**config.mk**
```make
export PLATFORM = sky130hd
export DESIGN_NAME = diagnostic_command_parser
export DESIGN_NICKNAME = d
export VERILOG_FILES = /design/src/design/dcp_pkg.sv /design/src/design/dcp_front.sv /design/src/design/dcp_queue.sv /design/src/design/dcp_back.sv /design/src/design/diagnostic_command_parser.sv
export VERILOG_INCLUDE_DIRS = /design/src /design/src/design
export SDC_FILE = /design/constraint.sdc
export NUM_CORES = 1
export LEC_CHECK = 0
export ABC_AREA = 1
export BUFFER_PORTS_ARGS = -buffer_cell sky130_fd_sc_hd__buf_2
export CAP_MARGIN = 20
export CORE_ASPECT_RATIO = 1.4
export CORE_MARGIN = 1
export CORE_UTILIZATION = 53
export CTS_CLUSTER_DIAMETER = 120
export DETAILED_ROUTE_END_ITERATION = 10
export GPL_TIMING_DRIVEN = 0
export PLACE_DENSITY = 0.72
export SYNTH_ARGS = -nofsm -noshare
export SYNTH_HDL_FRONTEND = slang
export SYNTH_SLANG_ARGS = --single-unit
```
**constraint.sdc**
```tcl
create_clock -name clk -period 5.97 [get_ports clk]
set_clock_uncertainty 0.1 [all_clocks]
set_input_delay 0.597 -clock clk [delete_from_list [all_inputs] [get_ports clk]]
set_output_delay 0.597 -clock clk [all_outputs]
set_load 0.05 [all_outputs]
```
**src/design/diagnostic_command_parser_assert.svh**
```systemverilog
// Assertion macros for the diagnostic command parser.
`ifndef DIAGNOSTIC_COMMAND_PARSER_ASSERT_SVH
`define DIAGNOSTIC_COMMAND_PARSER_ASSERT_SVH

`ifndef NO_ASSERTIONS

// Consequent must hold in the same cycle as the antecedent.
`define DCP_ASSERT_SAME(lbl, ante, cons) \
    lbl: assert property (@(posedge clk) disable iff (!rst_n) (ante) |-> (cons)) \
        else $error("diagnostic command parser: same-cycle check failed");

// Consequent must hold in the cycle after the antecedent.
`define DCP_ASSERT_NEXT(lbl, ante, cons) \
    lbl: assert property (@(posedge clk) disable iff (!rst_n) (ante) |=> (cons)) \
        else $error("diagnostic command parser: next-cycle check failed");

`else

`define DCP_ASSERT_SAME(lbl, ante, cons)
`define DCP_ASSERT_NEXT(lbl, ante, cons)

`endif

`endif

```
**src/design/dcp_pkg.sv**
```systemverilog
// Shared types, codes and constants of the diagnostic command parser.
package dcp_pkg;

    localparam int KEY_W   = 8;
    localparam int NOTE_W  = 7;
    localparam int OP_W    = 2;
    localparam int MODE_W  = 3;
    localparam int SEL_W   = 16;
    localparam int SWEEP_W = 17;
    localparam int DIGIT_W = 4;

    localparam int IN_DATA_W  = 16;
    localparam int OUT_DATA_W = 104;

    localparam int SWEEP_STRIDE_DEF = 20;
    localparam logic [SEL_W-1:0] LEDS_RESET = 16'd300;
    localparam logic [SEL_W-1:0] SEL_NONE   = 16'hFFFF;
    localparam logic [SEL_W-1:0] ENTRY_MAX  = 16'd65534;

    localparam int QDEPTH = 2;
    localparam int QPTR_W = (QDEPTH > 1) ? $clog2(QDEPTH) : 1;
    localparam int QCNT_W = $clog2(QDEPTH + 1);

    // operation codes
    localparam logic [OP_W-1:0] OP_KEY      = 2'd0;
    localparam logic [OP_W-1:0] OP_NOTE_ON  = 2'd1;
    localparam logic [OP_W-1:0] OP_NOTE_OFF = 2'd2;
    localparam logic [OP_W-1:0] OP_TICK     = 2'd3;

    // parser modes
    localparam logic [MODE_W-1:0] MODE_INTRO    = 3'd0;
    localparam logic [MODE_W-1:0] MODE_WAIT     = 3'd1;
    localparam logic [MODE_W-1:0] MODE_LED      = 3'd2;
    localparam logic [MODE_W-1:0] MODE_TRIANGLE = 3'd3;
    localparam logic [MODE_W-1:0] MODE_STRIP    = 3'd4;
    localparam logic [MODE_W-1:0] MODE_PHI      = 3'd5;
    localparam logic [MODE_W-1:0] MODE_THETA    = 3'd6;

    // character codes
    localparam logic [KEY_W-1:0] CH_ZERO  = 8'h30;
    localparam logic [KEY_W-1:0] CH_NINE  = 8'h39;
    localparam logic [KEY_W-1:0] CH_LOW_A = 8'h61;
    localparam logic [KEY_W-1:0] CH_LOW_Z = 8'h7A;
    localparam logic [KEY_W-1:0] CH_CASE  = 8'h20;
    localparam logic [KEY_W-1:0] CH_L     = 8'h4C;
    localparam logic [KEY_W-1:0] CH_T     = 8'h54;
    localparam logic [KEY_W-1:0] CH_S     = 8'h53;
    localparam logic [KEY_W-1:0] CH_H     = 8'h48;
    localparam logic [KEY_W-1:0] CH_V     = 8'h56;
    localparam logic [KEY_W-1:0] CH_PLUS  = 8'h2B;
    localparam logic [KEY_W-1:0] CH_EQ    = 8'h3D;
    localparam logic [KEY_W-1:0] CH_MINUS = 8'h2D;
    localparam logic [KEY_W-1:0] CH_UNDER = 8'h5F;
    localparam logic [KEY_W-1:0] CH_COLON = 8'h3A;
    localparam logic [KEY_W-1:0] CH_SEMI  = 8'h3B;
    localparam logic [KEY_W-1:0] CH_CR    = 8'h0D;
    localparam logic [KEY_W-1:0] CH_LF    = 8'h0A;

    // classified request passed from front to back
    typedef struct packed {
        logic [OP_W-1:0]    op;
        logic               is_digit;
        logic [DIGIT_W-1:0] digit;
        logic               is_letter;
        logic [MODE_W-1:0]  letter_mode;
        logic               is_inc;
        logic               is_dec;
        logic               is_colon;
        logic               is_eol;
        logic [NOTE_W-1:0]  note;
    } cmd_t;

    typedef struct packed {
        logic              full;
        logic              empty;
        logic [QCNT_W-1:0] count;
    } q_status_t;

endpackage

```
**src/design/dcp_front.sv**
```systemverilog
// Front end: accepts requests and classifies key characters.
module dcp_front
(
    input  logic                           s_tvalid,
    output logic                           s_tready,
    input  logic [dcp_pkg::IN_DATA_W-1:0]  s_tdata,
    input  logic [dcp_pkg::OP_W-1:0]       s_tuser,
    input  dcp_pkg::q_status_t             q_stat,
    output logic                           push,
    output dcp_pkg::cmd_t                  push_cmd
);

    logic [dcp_pkg::KEY_W-1:0] key;
    logic [dcp_pkg::KEY_W-1:0] upper;
    logic [dcp_pkg::KEY_W-1:0] digit_full;

    assign s_tready = !q_stat.full;
    assign push     = s_tvalid && s_tready;

    assign key        = s_tdata[dcp_pkg::KEY_W-1:0];
    assign digit_full = key - dcp_pkg::CH_ZERO;

    always_comb
    begin
        // fold lower case letters onto upper case
        if (key >= dcp_pkg::CH_LOW_A && key <= dcp_pkg::CH_LOW_Z)
        begin
            upper = key - dcp_pkg::CH_CASE;
        end
        else
        begin
            upper = key;
        end

        push_cmd.op          = s_tuser;
        push_cmd.note        = s_tdata[dcp_pkg::KEY_W +: dcp_pkg::NOTE_W];
        push_cmd.is_digit    = (key >= dcp_pkg::CH_ZERO) && (key <= dcp_pkg::CH_NINE);
        push_cmd.digit       = digit_full[dcp_pkg::DIGIT_W-1:0];
        push_cmd.is_inc      = (key == dcp_pkg::CH_PLUS) || (key == dcp_pkg::CH_EQ);
        push_cmd.is_dec      = (key == dcp_pkg::CH_MINUS) || (key == dcp_pkg::CH_UNDER);
        push_cmd.is_colon    = (key == dcp_pkg::CH_COLON) || (key == dcp_pkg::CH_SEMI);
        push_cmd.is_eol      = (key == dcp_pkg::CH_CR) || (key == dcp_pkg::CH_LF);
        push_cmd.is_letter   = 1'b1;
        push_cmd.letter_mode = dcp_pkg::MODE_WAIT;
        unique case (upper)
            dcp_pkg::CH_L: push_cmd.letter_mode = dcp_pkg::MODE_LED;
            dcp_pkg::CH_T: push_cmd.letter_mode = dcp_pkg::MODE_TRIANGLE;
            dcp_pkg::CH_S: push_cmd.letter_mode = dcp_pkg::MODE_STRIP;
            dcp_pkg::CH_H: push_cmd.letter_mode = dcp_pkg::MODE_PHI;
            dcp_pkg::CH_V: push_cmd.letter_mode = dcp_pkg::MODE_THETA;
            default:       push_cmd.is_letter   = 1'b0;
        endcase
    end

endmodule

```
**src/design/dcp_queue.sv**
```systemverilog
// Short request queue between front end and back end.
module dcp_queue
(
    input  logic               clk,
    input  logic               rst_n,
    input  logic               push,
    input  dcp_pkg::cmd_t      push_cmd,
    input  logic               pop,
    output dcp_pkg::cmd_t      pop_cmd,
    output dcp_pkg::q_status_t q_stat
);

    dcp_pkg::cmd_t entry_reg [dcp_pkg::QDEPTH];

    logic [dcp_pkg::QPTR_W-1:0] wr_ptr_reg;
    logic [dcp_pkg::QPTR_W-1:0] wr_ptr_next;
    logic [dcp_pkg::QPTR_W-1:0] rd_ptr_reg;
    logic [dcp_pkg::QPTR_W-1:0] rd_ptr_next;
    logic [dcp_pkg::QCNT_W-1:0] count_reg;
    logic [dcp_pkg::QCNT_W-1:0] count_next;

    assign q_stat.count = count_reg;
    assign q_stat.full  = (count_reg == dcp_pkg::QCNT_W'(dcp_pkg::QDEPTH));
    assign q_stat.empty = (count_reg == '0);
    assign pop_cmd      = entry_reg[rd_ptr_reg];

    always_comb
    begin
        wr_ptr_next = wr_ptr_reg;
        rd_ptr_next = rd_ptr_reg;
        count_next  = count_reg;
        if (push)
        begin
            wr_ptr_next = (wr_ptr_reg == dcp_pkg::QPTR_W'(dcp_pkg::QDEPTH - 1)) ?
                          '0 : wr_ptr_reg + 1'b1;
        end
        if (pop)
        begin
            rd_ptr_next = (rd_ptr_reg == dcp_pkg::QPTR_W'(dcp_pkg::QDEPTH - 1)) ?
                          '0 : rd_ptr_reg + 1'b1;
        end
        if (push && !pop)
        begin
            count_next = count_reg + 1'b1;
        end
        else if (pop && !push)
        begin
            count_next = count_reg - 1'b1;
        end
    end

    always_ff @(posedge clk or negedge rst_n)
    begin
        if (!rst_n)
        begin
            wr_ptr_reg <= '0;
            rd_ptr_reg <= '0;
            count_reg  <= '0;
        end
        else
        begin
            wr_ptr_reg <= wr_ptr_next;
            rd_ptr_reg <= rd_ptr_next;
            count_reg  <= count_next;
        end
    end

    always_ff @(posedge clk)
    begin
        if (push)
        begin
            entry_reg[wr_ptr_reg] <= push_cmd;
        end
    end

endmodule

```
**src/design/dcp_back.sv**
```systemverilog
// Back end: parser state, selections and the registered result.
module dcp_back
#(
    parameter int SWEEP_STRIDE = dcp_pkg::SWEEP_STRIDE_DEF
)
(
    input  logic                            clk,
    input  logic                            rst_n,
    input  logic                            cfg_we,
    input  logic [dcp_pkg::SEL_W-1:0]       cfg_wdata,
    input  logic                            cmd_valid,
    input  dcp_pkg::cmd_t                   cmd,
    output logic                            cmd_take,
    output logic [dcp_pkg::MODE_W-1:0]      mode,
    output logic                            m_tvalid,
    input  logic                            m_tready,
    output logic [dcp_pkg::OUT_DATA_W-1:0]  m_tdata
);

    localparam int RES_W = 1 + dcp_pkg::MODE_W + 6 * dcp_pkg::SEL_W;
    localparam int PROD_W = dcp_pkg::SEL_W + 4;

    logic [dcp_pkg::SEL_W-1:0]   leds_reg;
    logic [dcp_pkg::MODE_W-1:0]  mode_reg, mode_next;
    logic [dcp_pkg::SEL_W-1:0]   entry_reg, entry_next;
    logic [dcp_pkg::SWEEP_W-1:0] sweep_reg, sweep_next;
    logic [dcp_pkg::SEL_W-1:0]   led_reg, led_next;
    logic [dcp_pkg::SEL_W-1:0]   led_strip_reg, led_strip_next;
    logic [dcp_pkg::SEL_W-1:0]   tri_reg, tri_next;
    logic [dcp_pkg::SEL_W-1:0]   strip_reg, strip_next;
    logic [dcp_pkg::SEL_W-1:0]   phi_reg, phi_next;
    logic [dcp_pkg::SEL_W-1:0]   theta_reg, theta_next;
    logic                        acc;
    logic                        out_valid_reg;
    logic [RES_W-1:0]            out_data_reg;

    logic [PROD_W-1:0]           prod;
    logic [dcp_pkg::SEL_W-1:0]   entry_sat;
    logic [dcp_pkg::SWEEP_W-1:0] sweep_sum;
    logic [dcp_pkg::SEL_W-1:0]   note_ext;

    assign cmd_take = cmd_valid && (!out_valid_reg || m_tready);
    assign mode     = mode_reg;
    assign m_tvalid = out_valid_reg;
    assign m_tdata  = dcp_pkg::OUT_DATA_W'(out_data_reg);

    // entry * 10 + digit, saturated
    assign prod = PROD_W'({entry_reg, 3'b000}) + PROD_W'({entry_reg, 1'b0})
                + PROD_W'(cmd.digit);
    assign entry_sat = (prod > PROD_W'(dcp_pkg::ENTRY_MAX)) ?
                       dcp_pkg::ENTRY_MAX : prod[dcp_pkg::SEL_W-1:0];
    assign sweep_sum = sweep_reg + dcp_pkg::SWEEP_W'(SWEEP_STRIDE);
    assign note_ext  = dcp_pkg::SEL_W'(cmd.note);

    always_comb
    begin
        mode_next      = mode_reg;
        entry_next     = entry_reg;
        sweep_next     = sweep_reg;
        led_next       = led_reg;
        led_strip_next = led_strip_reg;
        tri_next       = tri_reg;
        strip_next     = strip_reg;
        phi_next       = phi_reg;
        theta_next     = theta_reg;
        acc            = 1'b1;

        unique case (cmd.op)
            dcp_pkg::OP_KEY:
            begin
                if (mode_reg == dcp_pkg::MODE_INTRO)
                begin
                    acc = 1'b0;
                end
                else if (mode_reg == dcp_pkg::MODE_WAIT)
                begin
                    entry_next = '0;
                    priority if (cmd.is_letter)
                    begin
                        mode_next = cmd.letter_mode;
                    end
                    else if (cmd.is_inc && led_reg != dcp_pkg::SEL_NONE)
                    begin
                        led_next = led_reg + 1'b1;
                    end
                    else if (cmd.is_dec && led_reg != dcp_pkg::SEL_NONE)
                    begin
                        led_next = led_reg - 1'b1;
                    end
                    else
                    begin
                        acc = 1'b0;
                    end
                end
                else
                begin
                    priority if (cmd.is_digit)
                    begin
                        entry_next = entry_sat;
                    end
                    else if (cmd.is_colon && mode_reg == dcp_pkg::MODE_LED)
                    begin
                        led_strip_next = entry_reg;
                        entry_next     = '0;
                    end
                    else if (cmd.is_eol)
                    begin
                        // commit this mode's selection, drop the other led, triangle, strip, phi and theta ones
                        mode_next  = dcp_pkg::MODE_WAIT;
                        led_next   = dcp_pkg::SEL_NONE;
                        tri_next   = dcp_pkg::SEL_NONE;
                        strip_next = dcp_pkg::SEL_NONE;
                        phi_next   = dcp_pkg::SEL_NONE;
                        theta_next = dcp_pkg::SEL_NONE;
                        unique case (mode_reg)
                            dcp_pkg::MODE_LED:      led_next   = entry_reg;
                            dcp_pkg::MODE_TRIANGLE: tri_next   = entry_reg;
                            dcp_pkg::MODE_STRIP:    strip_next = entry_reg;
                            dcp_pkg::MODE_PHI:      phi_next   = entry_reg;
                            default:                theta_next = entry_reg;
                        endcase
                    end
                    else
                    begin
                        acc = 1'b0;
                    end
                end
            end
            dcp_pkg::OP_NOTE_ON:
            begin
                tri_next   = note_ext;
                strip_next = dcp_pkg::SEL_NONE;
                led_next   = dcp_pkg::SEL_NONE;
            end
            dcp_pkg::OP_NOTE_OFF:
            begin
                if (tri_reg == note_ext)
                begin
                    tri_next = dcp_pkg::SEL_NONE;
                end
            end
            default:
            begin
                if (mode_reg == dcp_pkg::MODE_INTRO)
                begin
                    sweep_next = sweep_sum;
                    if (sweep_sum > dcp_pkg::SWEEP_W'(leds_reg))
                    begin
                        mode_next = dcp_pkg::MODE_WAIT;
                    end
                end
            end
        endcase
    end

    always_ff @(posedge clk or negedge rst_n)
    begin
        if (!rst_n)
        begin
            leds_reg      <= dcp_pkg::LEDS_RESET;
            mode_reg      <= dcp_pkg::MODE_INTRO;
            entry_reg     <= '0;
            sweep_reg     <= '0;
            led_reg       <= dcp_pkg::SEL_NONE;
            led_strip_reg <= '0;
            tri_reg       <= dcp_pkg::SEL_NONE;
            strip_reg     <= dcp_pkg::SEL_NONE;
            phi_reg       <= dcp_pkg::SEL_NONE;
            theta_reg     <= dcp_pkg::SEL_NONE;
            out_valid_reg <= 1'b0;
        end
        else
        begin
            if (cfg_we)
            begin
                leds_reg <= cfg_wdata;
            end
            if (cmd_take)
            begin
                mode_reg      <= mode_next;
                entry_reg     <= entry_next;
                sweep_reg     <= sweep_next;
                led_reg       <= led_next;
                led_strip_reg <= led_strip_next;
                tri_reg       <= tri_next;
                strip_reg     <= strip_next;
                phi_reg       <= phi_next;
                theta_reg     <= theta_next;
                out_valid_reg <= 1'b1;
            end
            else if (m_tready)
            begin
                out_valid_reg <= 1'b0;
            end
        end
    end

    always_ff @(posedge clk)
    begin
        if (cmd_take)
        begin
            out_data_reg <= {theta_next, phi_next, strip_next, tri_next,
                             led_strip_next, led_next, mode_next, acc};
        end
    end

endmodule

```
**src/design/diagnostic_command_parser.sv**
```systemverilog
// Path: an accepted request waits in the queue and is taken into the result register
// when that register is free or being taken. Throughput: one request per cycle while
// results are taken; the back end retires one queued request each cycle that the
// result register is free or being taken. Reset: asynchronous, active low; clears
// the queue, enters intro mode with no selection lit and sets leds_per_strip to 300.
`include "diagnostic_command_parser_assert.svh"

module diagnostic_command_parser
#(
    parameter int SWEEP_STRIDE = dcp_pkg::SWEEP_STRIDE_DEF
)
(
    input  logic                            clk,
    input  logic                            rst_n,
    input  logic                            s_tvalid,
    output logic                            s_tready,
    // key_char [7:0], note_number [14:8], zero [15]
    input  logic [dcp_pkg::IN_DATA_W-1:0]   s_tdata,
    // operation [1:0]
    input  logic [dcp_pkg::OP_W-1:0]        s_tuser,
    output logic                            m_tvalid,
    input  logic                            m_tready,
    // accepted [0], parser_mode [3:1], selected_led [19:4],
    // selected_led_strip [35:20], selected_triangle [51:36],
    // selected_strip [67:52], selected_phi [83:68], selected_theta [99:84],
    // zero [103:100]
    output logic [dcp_pkg::OUT_DATA_W-1:0]  m_tdata,
    input  logic                            cfg_we,
    input  logic [dcp_pkg::SEL_W-1:0]       cfg_wdata
);

    logic                        push;
    dcp_pkg::cmd_t               push_cmd;
    dcp_pkg::cmd_t               pop_cmd;
    dcp_pkg::q_status_t          q_stat;
    logic                        cmd_take;
    logic [dcp_pkg::MODE_W-1:0]  mode;

    dcp_front u_front
    (
        .s_tvalid (s_tvalid),
        .s_tready (s_tready),
        .s_tdata  (s_tdata),
        .s_tuser  (s_tuser),
        .q_stat   (q_stat),
        .push     (push),
        .push_cmd (push_cmd)
    );

    dcp_queue u_queue
    (
        .clk      (clk),
        .rst_n    (rst_n),
        .push     (push),
        .push_cmd (push_cmd),
        .pop      (cmd_take),
        .pop_cmd  (pop_cmd),
        .q_stat   (q_stat)
    );

    dcp_back
    #(
        .SWEEP_STRIDE (SWEEP_STRIDE)
    )
    u_back
    (
        .clk       (clk),
        .rst_n     (rst_n),
        .cfg_we    (cfg_we),
        .cfg_wdata (cfg_wdata),
        .cmd_valid (!q_stat.empty),
        .cmd       (pop_cmd),
        .cmd_take  (cmd_take),
        .mode      (mode),
        .m_tvalid  (m_tvalid),
        .m_tready  (m_tready),
        .m_tdata   (m_tdata)
    );

    `DCP_ASSERT_SAME(a_take_needs_entry, cmd_take, !q_stat.empty)
    `DCP_ASSERT_SAME(a_queue_bound, 1'b1, q_stat.count <= dcp_pkg::QCNT_W'(dcp_pkg::QDEPTH))
    `DCP_ASSERT_NEXT(a_event_accepted, cmd_take && pop_cmd.op != dcp_pkg::OP_KEY, m_tdata[0])
    `DCP_ASSERT_NEXT(a_intro_stays_left, mode != dcp_pkg::MODE_INTRO, mode != dcp_pkg::MODE_INTRO)

endmodule

```
**After elaboration in Yosys (flattened, before gate mapping)**

Memory sizes are Yosys's and may differ from the RTL's.
Index checks and enable logic that the tools add are counted.

- Bitwise operators: 2
- Equality and inequality tests: 23
- $add $sub $neg: 11
- Mux-type cells: 76
- Magnitude comparators: 6
- Reduce and logical (&&, ||, !) cells: 31

Operator list:

| cell | count |
|---|---|
| 16-bit two-way mux | 45 |
| 16-bit case mux with 2 select lines | 2 |
| 8-bit by 7-bit equality test with 1-bit output, second input constant | 6 |
| 16-bit case mux with 3 select lines | 1 |
| 8-bit by 6-bit equality test with 1-bit output, second input constant | 5 |
| 3-bit two-way mux | 8 |
| 19-bit by 17-bit adder with 20-bit output | 1 |
| 20-bit by 4-bit adder with 20-bit output | 1 |
| 20-bit by 16-bit > comparator with 1-bit output, second input constant | 1 |
| 17-bit by 5-bit adder with 17-bit output, second input constant | 1 |
| 17-bit by 16-bit > comparator with 1-bit output | 1 |
| 16-bit by 1-bit adder with 16-bit output, second input constant | 1 |
| 16-bit by 7-bit equality test with 1-bit output | 1 |
| 8-bit by 4-bit equality test with 1-bit output, second input constant | 2 |
| 16-bit != test, second input constant | 1 |
| 16-bit by 1-bit subtractor with 16-bit output, second input constant | 1 |
| 1-bit two-way mux | 15 |
| 3-bit case mux with 5 select lines | 1 |
| 1-bit logical AND | 9 |
| 8-bit by 6-bit >= comparator with 1-bit output, second input constant | 1 |
| 8-bit by 7-bit >= comparator with 1-bit output, second input constant | 1 |
| 8-bit by 6-bit <= comparator with 1-bit output, second input constant | 1 |
| 8-bit by 7-bit <= comparator with 1-bit output, second input constant | 1 |
| 8-bit two-way mux | 1 |
| 25 further kinds | 41 |

- Memories: 1
- Input bits: 39
- Word-level logic and storage cells: 166
- Bits in writable memories: 44
- Bits in registers: 253

Memories:

| name | depth | width | rd ports | clocked after memory_dff | wr ports | RTL line | source |
|---|---|---|---|---|---|---|---|
| u_queue.entry_reg | 2 | 22 | 1 | 0 | 1 | dcp_queue.sv:13 | `dcp_pkg::cmd_t entry_reg [dcp_pkg::QDEPTH];` |

**Depth between registers and ports, before layout**

Gate-level depths: netlist of the first run.

- Word-level depth: 9
- Gate-level depth with buffers: 24

**By module**

Synthesis of the first run repeated with hierarchy kept, for this count alone.

- Cells, all modules: 1927
- Area, all modules: 16702.3 µm²

Modules (own cells, without submodules):

| module | seq. area each (µm²) | area an instance (µm²) | cells an instance | instances |
|---|---|---|---|---|
| dcp_back | 6786.5 | 14331.2 | 1723 | 1 |
| dcp_queue | 1421.4 | 1798.0 | 93 | 1 |
| dcp_front | 0.0 | 569.3 | 110 | 1 |
| diagnostic_command_parser | 0.0 | 3.8 | 1 | 1 |

**Worst setup path after synthesis of the first run**

Ideal clock, no wire load.

- Path type: flip-flop to flip-flop
- Start: register u_back.out_valid_reg, in the netlist u_back.m_tvalid
- End: register u_back.out_data_reg[0] (enable)
- Library setup time: 503 ps
- Data arrival time: 4081 ps
- Setup slack: 1286 ps
- Cell stages (with the launch flop): 6
- Clock period less this slack: 4684 ps
- Cell sequence: dfrtp_1 > inv_1 > nor2_1 > a21oi_1 > clkbuf_1 > clkbuf_1

- Word-level cells in the longest chain between the ends: 3

RTL lines:

| element | RTL line | source |
|---|---|---|
| start, declared | dcp_back.sv:34 | `logic out_valid_reg;` |
| start signal, assigned | dcp_back.sv:170 | `out_valid_reg <= 1'b0;` |
| start signal, assigned | dcp_back.sv:189 | `out_valid_reg <= 1'b1;` |
| start signal, assigned | dcp_back.sv:193 | `out_valid_reg <= 1'b0;` |
| 1-bit logical NOT | dcp_back.sv:42 | `assign cmd_take = cmd_valid && (!out_valid_reg \|\| m_tready);` |
| 1-bit logical OR | dcp_back.sv:42 |  |
| 1-bit logical AND | dcp_back.sv:42 |  |
| net cmd_take | diagnostic_command_parser.sv:36 | `logic cmd_take;` |
| end signal, assigned | dcp_back.sv:202 | `out_data_reg <= {theta_next, phi_next, strip_next, tri_next,` |
| end, declared | dcp_back.sv:35 | `logic [RES_W-1:0] out_data_reg;` |

The timed path passes the listed nets, and every way through them passes these cells.
A chain may end at the register's enable or synchronous reset.

**Worst setup path in the final report of the first run**

- Start: register u_back.sweep_reg[2] (netlist bit)
- End: register u_back.out_data_reg[1] (data pin)

- Word-level cells in the longest chain between the ends: 5

RTL lines:

| element | RTL line | source |
|---|---|---|
| start, declared | dcp_back.sv:26 | `logic [dcp_pkg::SWEEP_W-1:0] sweep_reg, sweep_next;` |
| start signal, assigned | dcp_back.sv:182 | `sweep_reg <= sweep_next;` |
| 17-bit by 5-bit adder with 17-bit output | dcp_back.sv:52 | `assign sweep_sum = sweep_reg + dcp_pkg::SWEEP_W'(SWEEP_STRIDE);` |
| net u_back.sweep_sum, one bit | dcp_back.sv:39 | `logic [dcp_pkg::SWEEP_W-1:0] sweep_sum;` |
| 17-bit by 16-bit > comparator with 1-bit output | dcp_back.sv:147 | `if (sweep_sum > dcp_pkg::SWEEP_W'(leds_reg))` |
| 3-bit two-way mux | dcp_back.sv:147 |  |
| 3-bit two-way mux | dcp_back.sv:144 | `if (mode_reg == dcp_pkg::MODE_INTRO)` |
| 3-bit case mux with 2 select lines | dcp_back.sv:68 | `unique case (cmd.op)` |
| net u_back.mode_next, one bit | dcp_back.sv:24 | `logic [dcp_pkg::MODE_W-1:0] mode_reg, mode_next;` |

The timed path passes the listed nets, and every way through them passes these cells.

==> impl_metrics.ini, run 1 <==
[status]
outcome = finished clean

[placement]
pre_cts_ws_ns = 2.04
port_buffers = 139
dp.cells = 2454
globalplace.congestion = 0.983
dp_hpwl_um = 33800

[logic_synthesis]
synthDistinctLibCells = 55
syn_area_um2 = 16200
synth-main-ff-cell = edfxtp_1
postSynthAreaPerCell_um2 = 8.44
ys_ff_latch = 295
yosys_warnings = 0
seq_area_frac_synth = 0.506
async_flop_share = 0.512
synthCells = 1923
synth_edf_count = 144

[sta]
tightest_slew_ns = 0.903
setup_violations = 0
max_freq_mhz = 249
rsz0062_at_grt = false
fin_crit_sh = 0.671
max-slew-margin-rel = 0.398
worst_slack_ns = 1.96
final-max-slew-violation-count = 0
hold_viol = 0
period_needed_ns = 4.01

[global_routing]
grt_pass1_wl_um = 72100
grt.overflow.total = 0
grt_max_degree = 93
grt_pass1_vias = 13638
grt.total_usage = 0.295
antenna_found_initial = 0

[finish]
largest_register_ffs = 100
post_layout_nonfiller_instances = 2507
postLayoutCoreUtil = 0.616
diodes = 0
drive_above_1_share = 0.169
nets = 2197
syn2layout_area_growth_pct = 13.9

[critical_path]
cp_max_fo = 3
critPathCaptureType = register
critPathMaxStageDelay_ns = 0.42
arrival_ns = 4.22
cp_common_cell = nand2_1
path_class = register to register
cp-start-kind = register
reg2reg_depth = 22
cpMaxStageDelayCell = a21boi_0
cp_cell_sequence = inv_1 > o21ai_0 > nand3_1 > nand3b_1 > nand3b_1 > nor2_1 > nand2_1 > xor2_1 > inv_1 > ha_1 > nand2_1 > inv_1 > nand2_1 > nor3b_1 > nand2_1 > nand3_1 > nand2_1 > nand2_1 > nand2_1 > nand2_1 > nand2_1 > a21boi_0
cp.required_ns = 6.18

[floorplan]
die_w_um = 150
start_util = 0.541
rows = 75
io_pins = 145
die_area_um2 = 31300
core-area_um2 = 30000
dieHeight_um = 209

[routing]
vias = 14032
drc = 0
first_pass_iters = 7
drt_wl_total_um = 45300
vias_per_cell = 5.60
wire_per_inst_um = 18.1
ant_nets = 0
drt_iter0_markers = 1030

[clock_network]
h-tree-depth = 1
clk_pin_slew_worst_paths_ns = 0.06
cts-root-buf = clkbuf_16
clock-sinks = 295
numCtsBuffers = 28
cts_tree = done
clk_latency_ns = 0.56
clock_path_buffers = 3
ctsResizeCount = 0

[flow_run]
max_cap_violations = 0

[min_path]
hp-class = input pin to register
holdPathStages = 2
==> metal layers <==
| layer | part of all wire | track usage | vias to the layer above |
|---|---|---|---|
| met5 | 0 | 0 | - |
| met4 | 0.054 | 0.152 | 0 |
| met3 | 0.057 | 0.0319 | 126 |
| met2 | 0.51 | 0.525 | 573 |
| met1 | 0.38 | 0.346 | 6609 |
| li1 | - | - | 6724 |
==> kinds of logic after synthesis <==
logic type / Yosys count / synth area share
other cells: 1 / 0.000231
xor+xnor: 35 / 0.0189
compound gates: 338 / 0.117
buf+inv: 318 / 0.0812
fa+ha+maj: 58 / 0.0456
simple gates: 876 / 0.231
mux: 2 / 0.00123
flops: 295 / 0.506
==> cell type report <==
| type | count | area [µm²] |
|---|---|---|
| Tap cell | 385 | 482 |
| Clock buffer | 39 | 762 |
| Timing Repair Buffer | 144 | 802 |
| Inverter | 224 | 841 |
| Fill cell | 2588 | 11500 |
| Buffer | 94 | 482 |
| Sequential cell | 295 | 8210 |
| Multi-Input combinational cell | 1313 | 6720 |
| Clock inverter | 13 | 185 |
==> critical path, delay by kind of cell, from the launching register on <==
family | cells | cell delay, ns
AND/OR/NAND/NOR | 15 | 1.90
AO/OA/AOI/OAI | 2 | 0.71
flip-flops | 1 | 0.39
adder cells (fa/ha/maj) | 1 | 0.27
buffers and inverters | 3 | 0.22
XOR/XNOR | 1 | 0.18
==> placed cells by master (no fill, tap or decap), types with 8 or more instances in the layout <==
| cell | n |
|---|---|
| a21oi_1 | 61 |
| a31oi_1 | 15 |
| buf_2 | 162 |
| buf_4 | 13 |
| clkbuf_1 | 54 |
| clkbuf_16 | 28 |
| dfrtp_1 | 67 |
| dfstp_2 | 84 |
| edfxtp_1 | 144 |
| ha_1 | 56 |
| inv_1 | 219 |
| nand2_1 | 560 |
| nand3_1 | 136 |
| nand3b_1 | 14 |
| nand4_1 | 14 |
| nor2_1 | 100 |
| nor2_2 | 8 |
| nor3_1 | 16 |
| o211ai_1 | 13 |
| o21ai_0 | 163 |
| o21ai_1 | 40 |
| o221ai_1 | 15 |
| xor2_1 | 29 |
==> final timing paths <==
check / start / endpoint / slack, ns
worst max-delay path: u_back.sweep_reg[2] / u_back.out_data_reg[1] / 1.96
worst min-delay path: m_tready / u_back.m_tvalid / 0.13
worst max register to register: u_back.sweep_reg[2] / u_back.out_data_reg[1] / 1.96
worst min register to register: u_back.strip_reg[6] / u_back.strip_reg[6] / 0.37
max in group asynchronous: rst_n / u_back.phi_reg[2] / 4.39
min in group asynchronous: rst_n / u_queue.count_reg[0] / 0.45
==> synthesized netlist by cell type, drive strengths merged, types with 22 or more instances <==
library cell  count  area [µm²]
nand2           567        2150
inv             224         841
o21ai           205        1030
edfxtp          144        4320
nand3           137         691
nor2            110         443
dfstp            84        2210
dfrtp            67        1680
a21oi            64         339
ha               56         701
clkbuf           50         193
buf              44         285
xor2             29         254
nor3             22         165
==> repair_timing <==
item / CTS / global route
setup buffers: 0 / 0
setup endpoints to repair: 0 / 0
hold buffers: 1 / 0
hold endpoints to repair: 34 / 0
==> metrics by stage <==
stage | hold slack, ns | instance area, µm² | TNS [ns]
after floorplan | 0.201 | 16200 | 0
after global placement | 0.355 | 17400 | -43.31
after global routing | 0.114 | 18500 | 0
final | 0.128 | 18500 | 0
after detailed placement | 0.358 | 17500 | 0
after CTS | 0.105 | 18500 | 0
Power of run 1 is not shown: default switching activity piles up to over one toggle a cycle in this logic, so the estimate is an artifact.
==> run 2, diff against run 1 <==
--- a/config.mk
+++ b/config.mk
@@ -15,7 +15,7 @@
 export CTS_CLUSTER_DIAMETER = 120
 export DETAILED_ROUTE_END_ITERATION = 10
 export GPL_TIMING_DRIVEN = 0
-export PLACE_DENSITY = 0.72
+export PLACE_DENSITY = 0.75
 export SYNTH_ARGS = -nofsm -noshare
 export SYNTH_HDL_FRONTEND = slang
 export SYNTH_SLANG_ARGS = --single-unit
==> constraint.sdc (replaced) <==
create_clock -name clk -period 3.35 [get_ports clk]
set_clock_uncertainty 0.1 [all_clocks]
set_input_delay 0.335 -clock clk [delete_from_list [all_inputs] [get_ports clk]]
set_output_delay 0.335 -clock clk [all_outputs]
set_load 0.05 [all_outputs]
==> impl_metrics.ini, run 2 (synthesized netlist as in run 1, its figures left out) <==
[status]
outcome = finished clean

[flow_run]
max_cap_violations = 0

[critical_path]
rr_endpoint = u_back.entry_reg[3]
cp_max_fo = 7
critPathMaxStageDelay_ns = 0.71
cp_cell_sequence = ha_1 > ha_1 > a21oi_1 > nor2_1 > nor2_1 > nand2_2 > nand3_1 > nand2_2 > o31ai_1 > o211ai_1 > nor2_4 > buf_6 > nand3b_1 > nand2_1 > nand2_1
arrival_ns = 3.68
r2r-start = u_back.entry_reg[6]
cpMaxStageDelayCell = dfrtp_1
reg2reg_depth = 15
path_class = register to register
critPathCaptureType = register
r2r_slack_ns = 0.04
cp-start-kind = register
cp.required_ns = 3.72

[clock_network]
clk_pin_slew_worst_paths_ns = 0.06
cts-root-buf = clkbuf_16
cts_tree = done
numCtsBuffers = 28
clk_latency_ns = 0.58
clock-sinks = 295
clock_path_buffers = 3
h-tree-depth = 1

[finish]
drive_above_1_share = 0.204
post_layout_nonfiller_instances = 2566
diodes = 0
syn2layout_area_growth_pct = 19.0
mostFrequentLayoutCells = nand2_1, inv_1, o21ai_0, buf_2, edfxtp_1
nets = 2256
largest_register_ffs = 100
layout_commonest_cell = nand2_1

[sta]
max_freq_mhz = 302
max-slew-margin-rel = 0.369
setup_violations = 0
tightest_slew_ns = 0.940
hold_viol = 0
fin_crit_sh = 0.989
holdWs_ns = 0.0793
rsz0062_at_grt = true
period_needed_ns = 3.31
final-max-slew-violation-count = 0

[routing]
first_pass_iters = 6
drt_iter0_markers = 974
vias_per_cell = 5.62
drt_wl_total_um = 46200
drc = 0
vias = 14428
wire_per_inst_um = 18.0
ant_nets = 0

[floorplan]
io_pins = 145
core-area_um2 = 30000
rows = 75
dieHeight_um = 209
die_w_um = 150
die_area_um2 = 31300
start_util = 0.541

[min_path]
hold_path_end = u_queue.entry_reg[0][7]
min_from = s_tdata[5]
hp-class = input pin to register
holdPathStages = 2

[placement]
dp_hpwl_um = 33700
dp.cells = 2454
globalplace.congestion = 0.983
port_buffers = 139

[global_routing]
antenna_found_initial = 0
grt.overflow.total = 0
grt_pass1_vias = 13758
grt_pass1_wl_um = 71900
grt.total_usage = 0.298
grt_max_degree = 82
## run 2: cell type report
type,instances,area [µm²]
fillers,2520,10700
flip-flops and latches,295,8210
multi-input cells,1313,7000
repair buffers,204,1350
inverters,224,841
clock buffers,39,813
plain buffers,93,497
well taps,385,482
clock inverters,13,125
## run 2: timing repair
item | in CTS | in global routing
setup buffers | 3 | 23
endpoints found under the hold margin | 82 | 0
gates resized for setup | 20 | 64
endpoints found under the setup margin | 33 | 62
hold buffers | 33 | 0
cloned | 0 | 2
pin swaps | 6 | 36
## run 2: per-layer routing
metal	track usage	vias to the layer above	routed length, µm
met4	0.180	0	2940
li1	-	6840	-
met1	0.346	6797	17100
met2	0.523	626	23300
met3	0.0317	165	2940
met5	0	-	0
## run 2: worst max-delay path: cells and delay by family (launching register included)
kind / cells / cell delay, ns
flops: 1 / 0.71
buf+inv: 1 / 0.15
fa+ha+maj: 2 / 0.71
compound gates: 3 / 0.64
simple gates: 9 / 0.89
## run 2: worst max path at each step
| stage | from | end |
|---|---|---|
| global placement | u_queue.rd_ptr_reg | u_back.entry_reg[6] |
| CTS | u_queue.rd_ptr_reg | u_back.entry_reg[8] |
| detailed placement | u_queue.rd_ptr_reg | u_back.entry_reg[8] |
| finish | u_back.entry_reg[6] | u_back.entry_reg[3] |
| global route | u_queue.rd_ptr_reg | u_back.entry_reg[6] |
| floorplan | u_queue.rd_ptr_reg | u_back.entry_reg[7] |
## run 2: metrics by stage
stage | setup WS [ns] | setup TNS (ns) | area (µm²) | utilization
after floorplan | 0.122 | 0 | 16200 | -
after global placement | -0.561 | -95.70 | 17400 | 0.580
after detailed placement | -0.579 | -8.15 | 17500 | 0.584
after CTS | 0.00304 | 0 | 18900 | 0.629
after global routing | -0.0719 | -0.739 | 19300 | 0.643
final | 0.0367 | 0 | 19300 | 0.643
Power of run 2 is left out for the same reason.
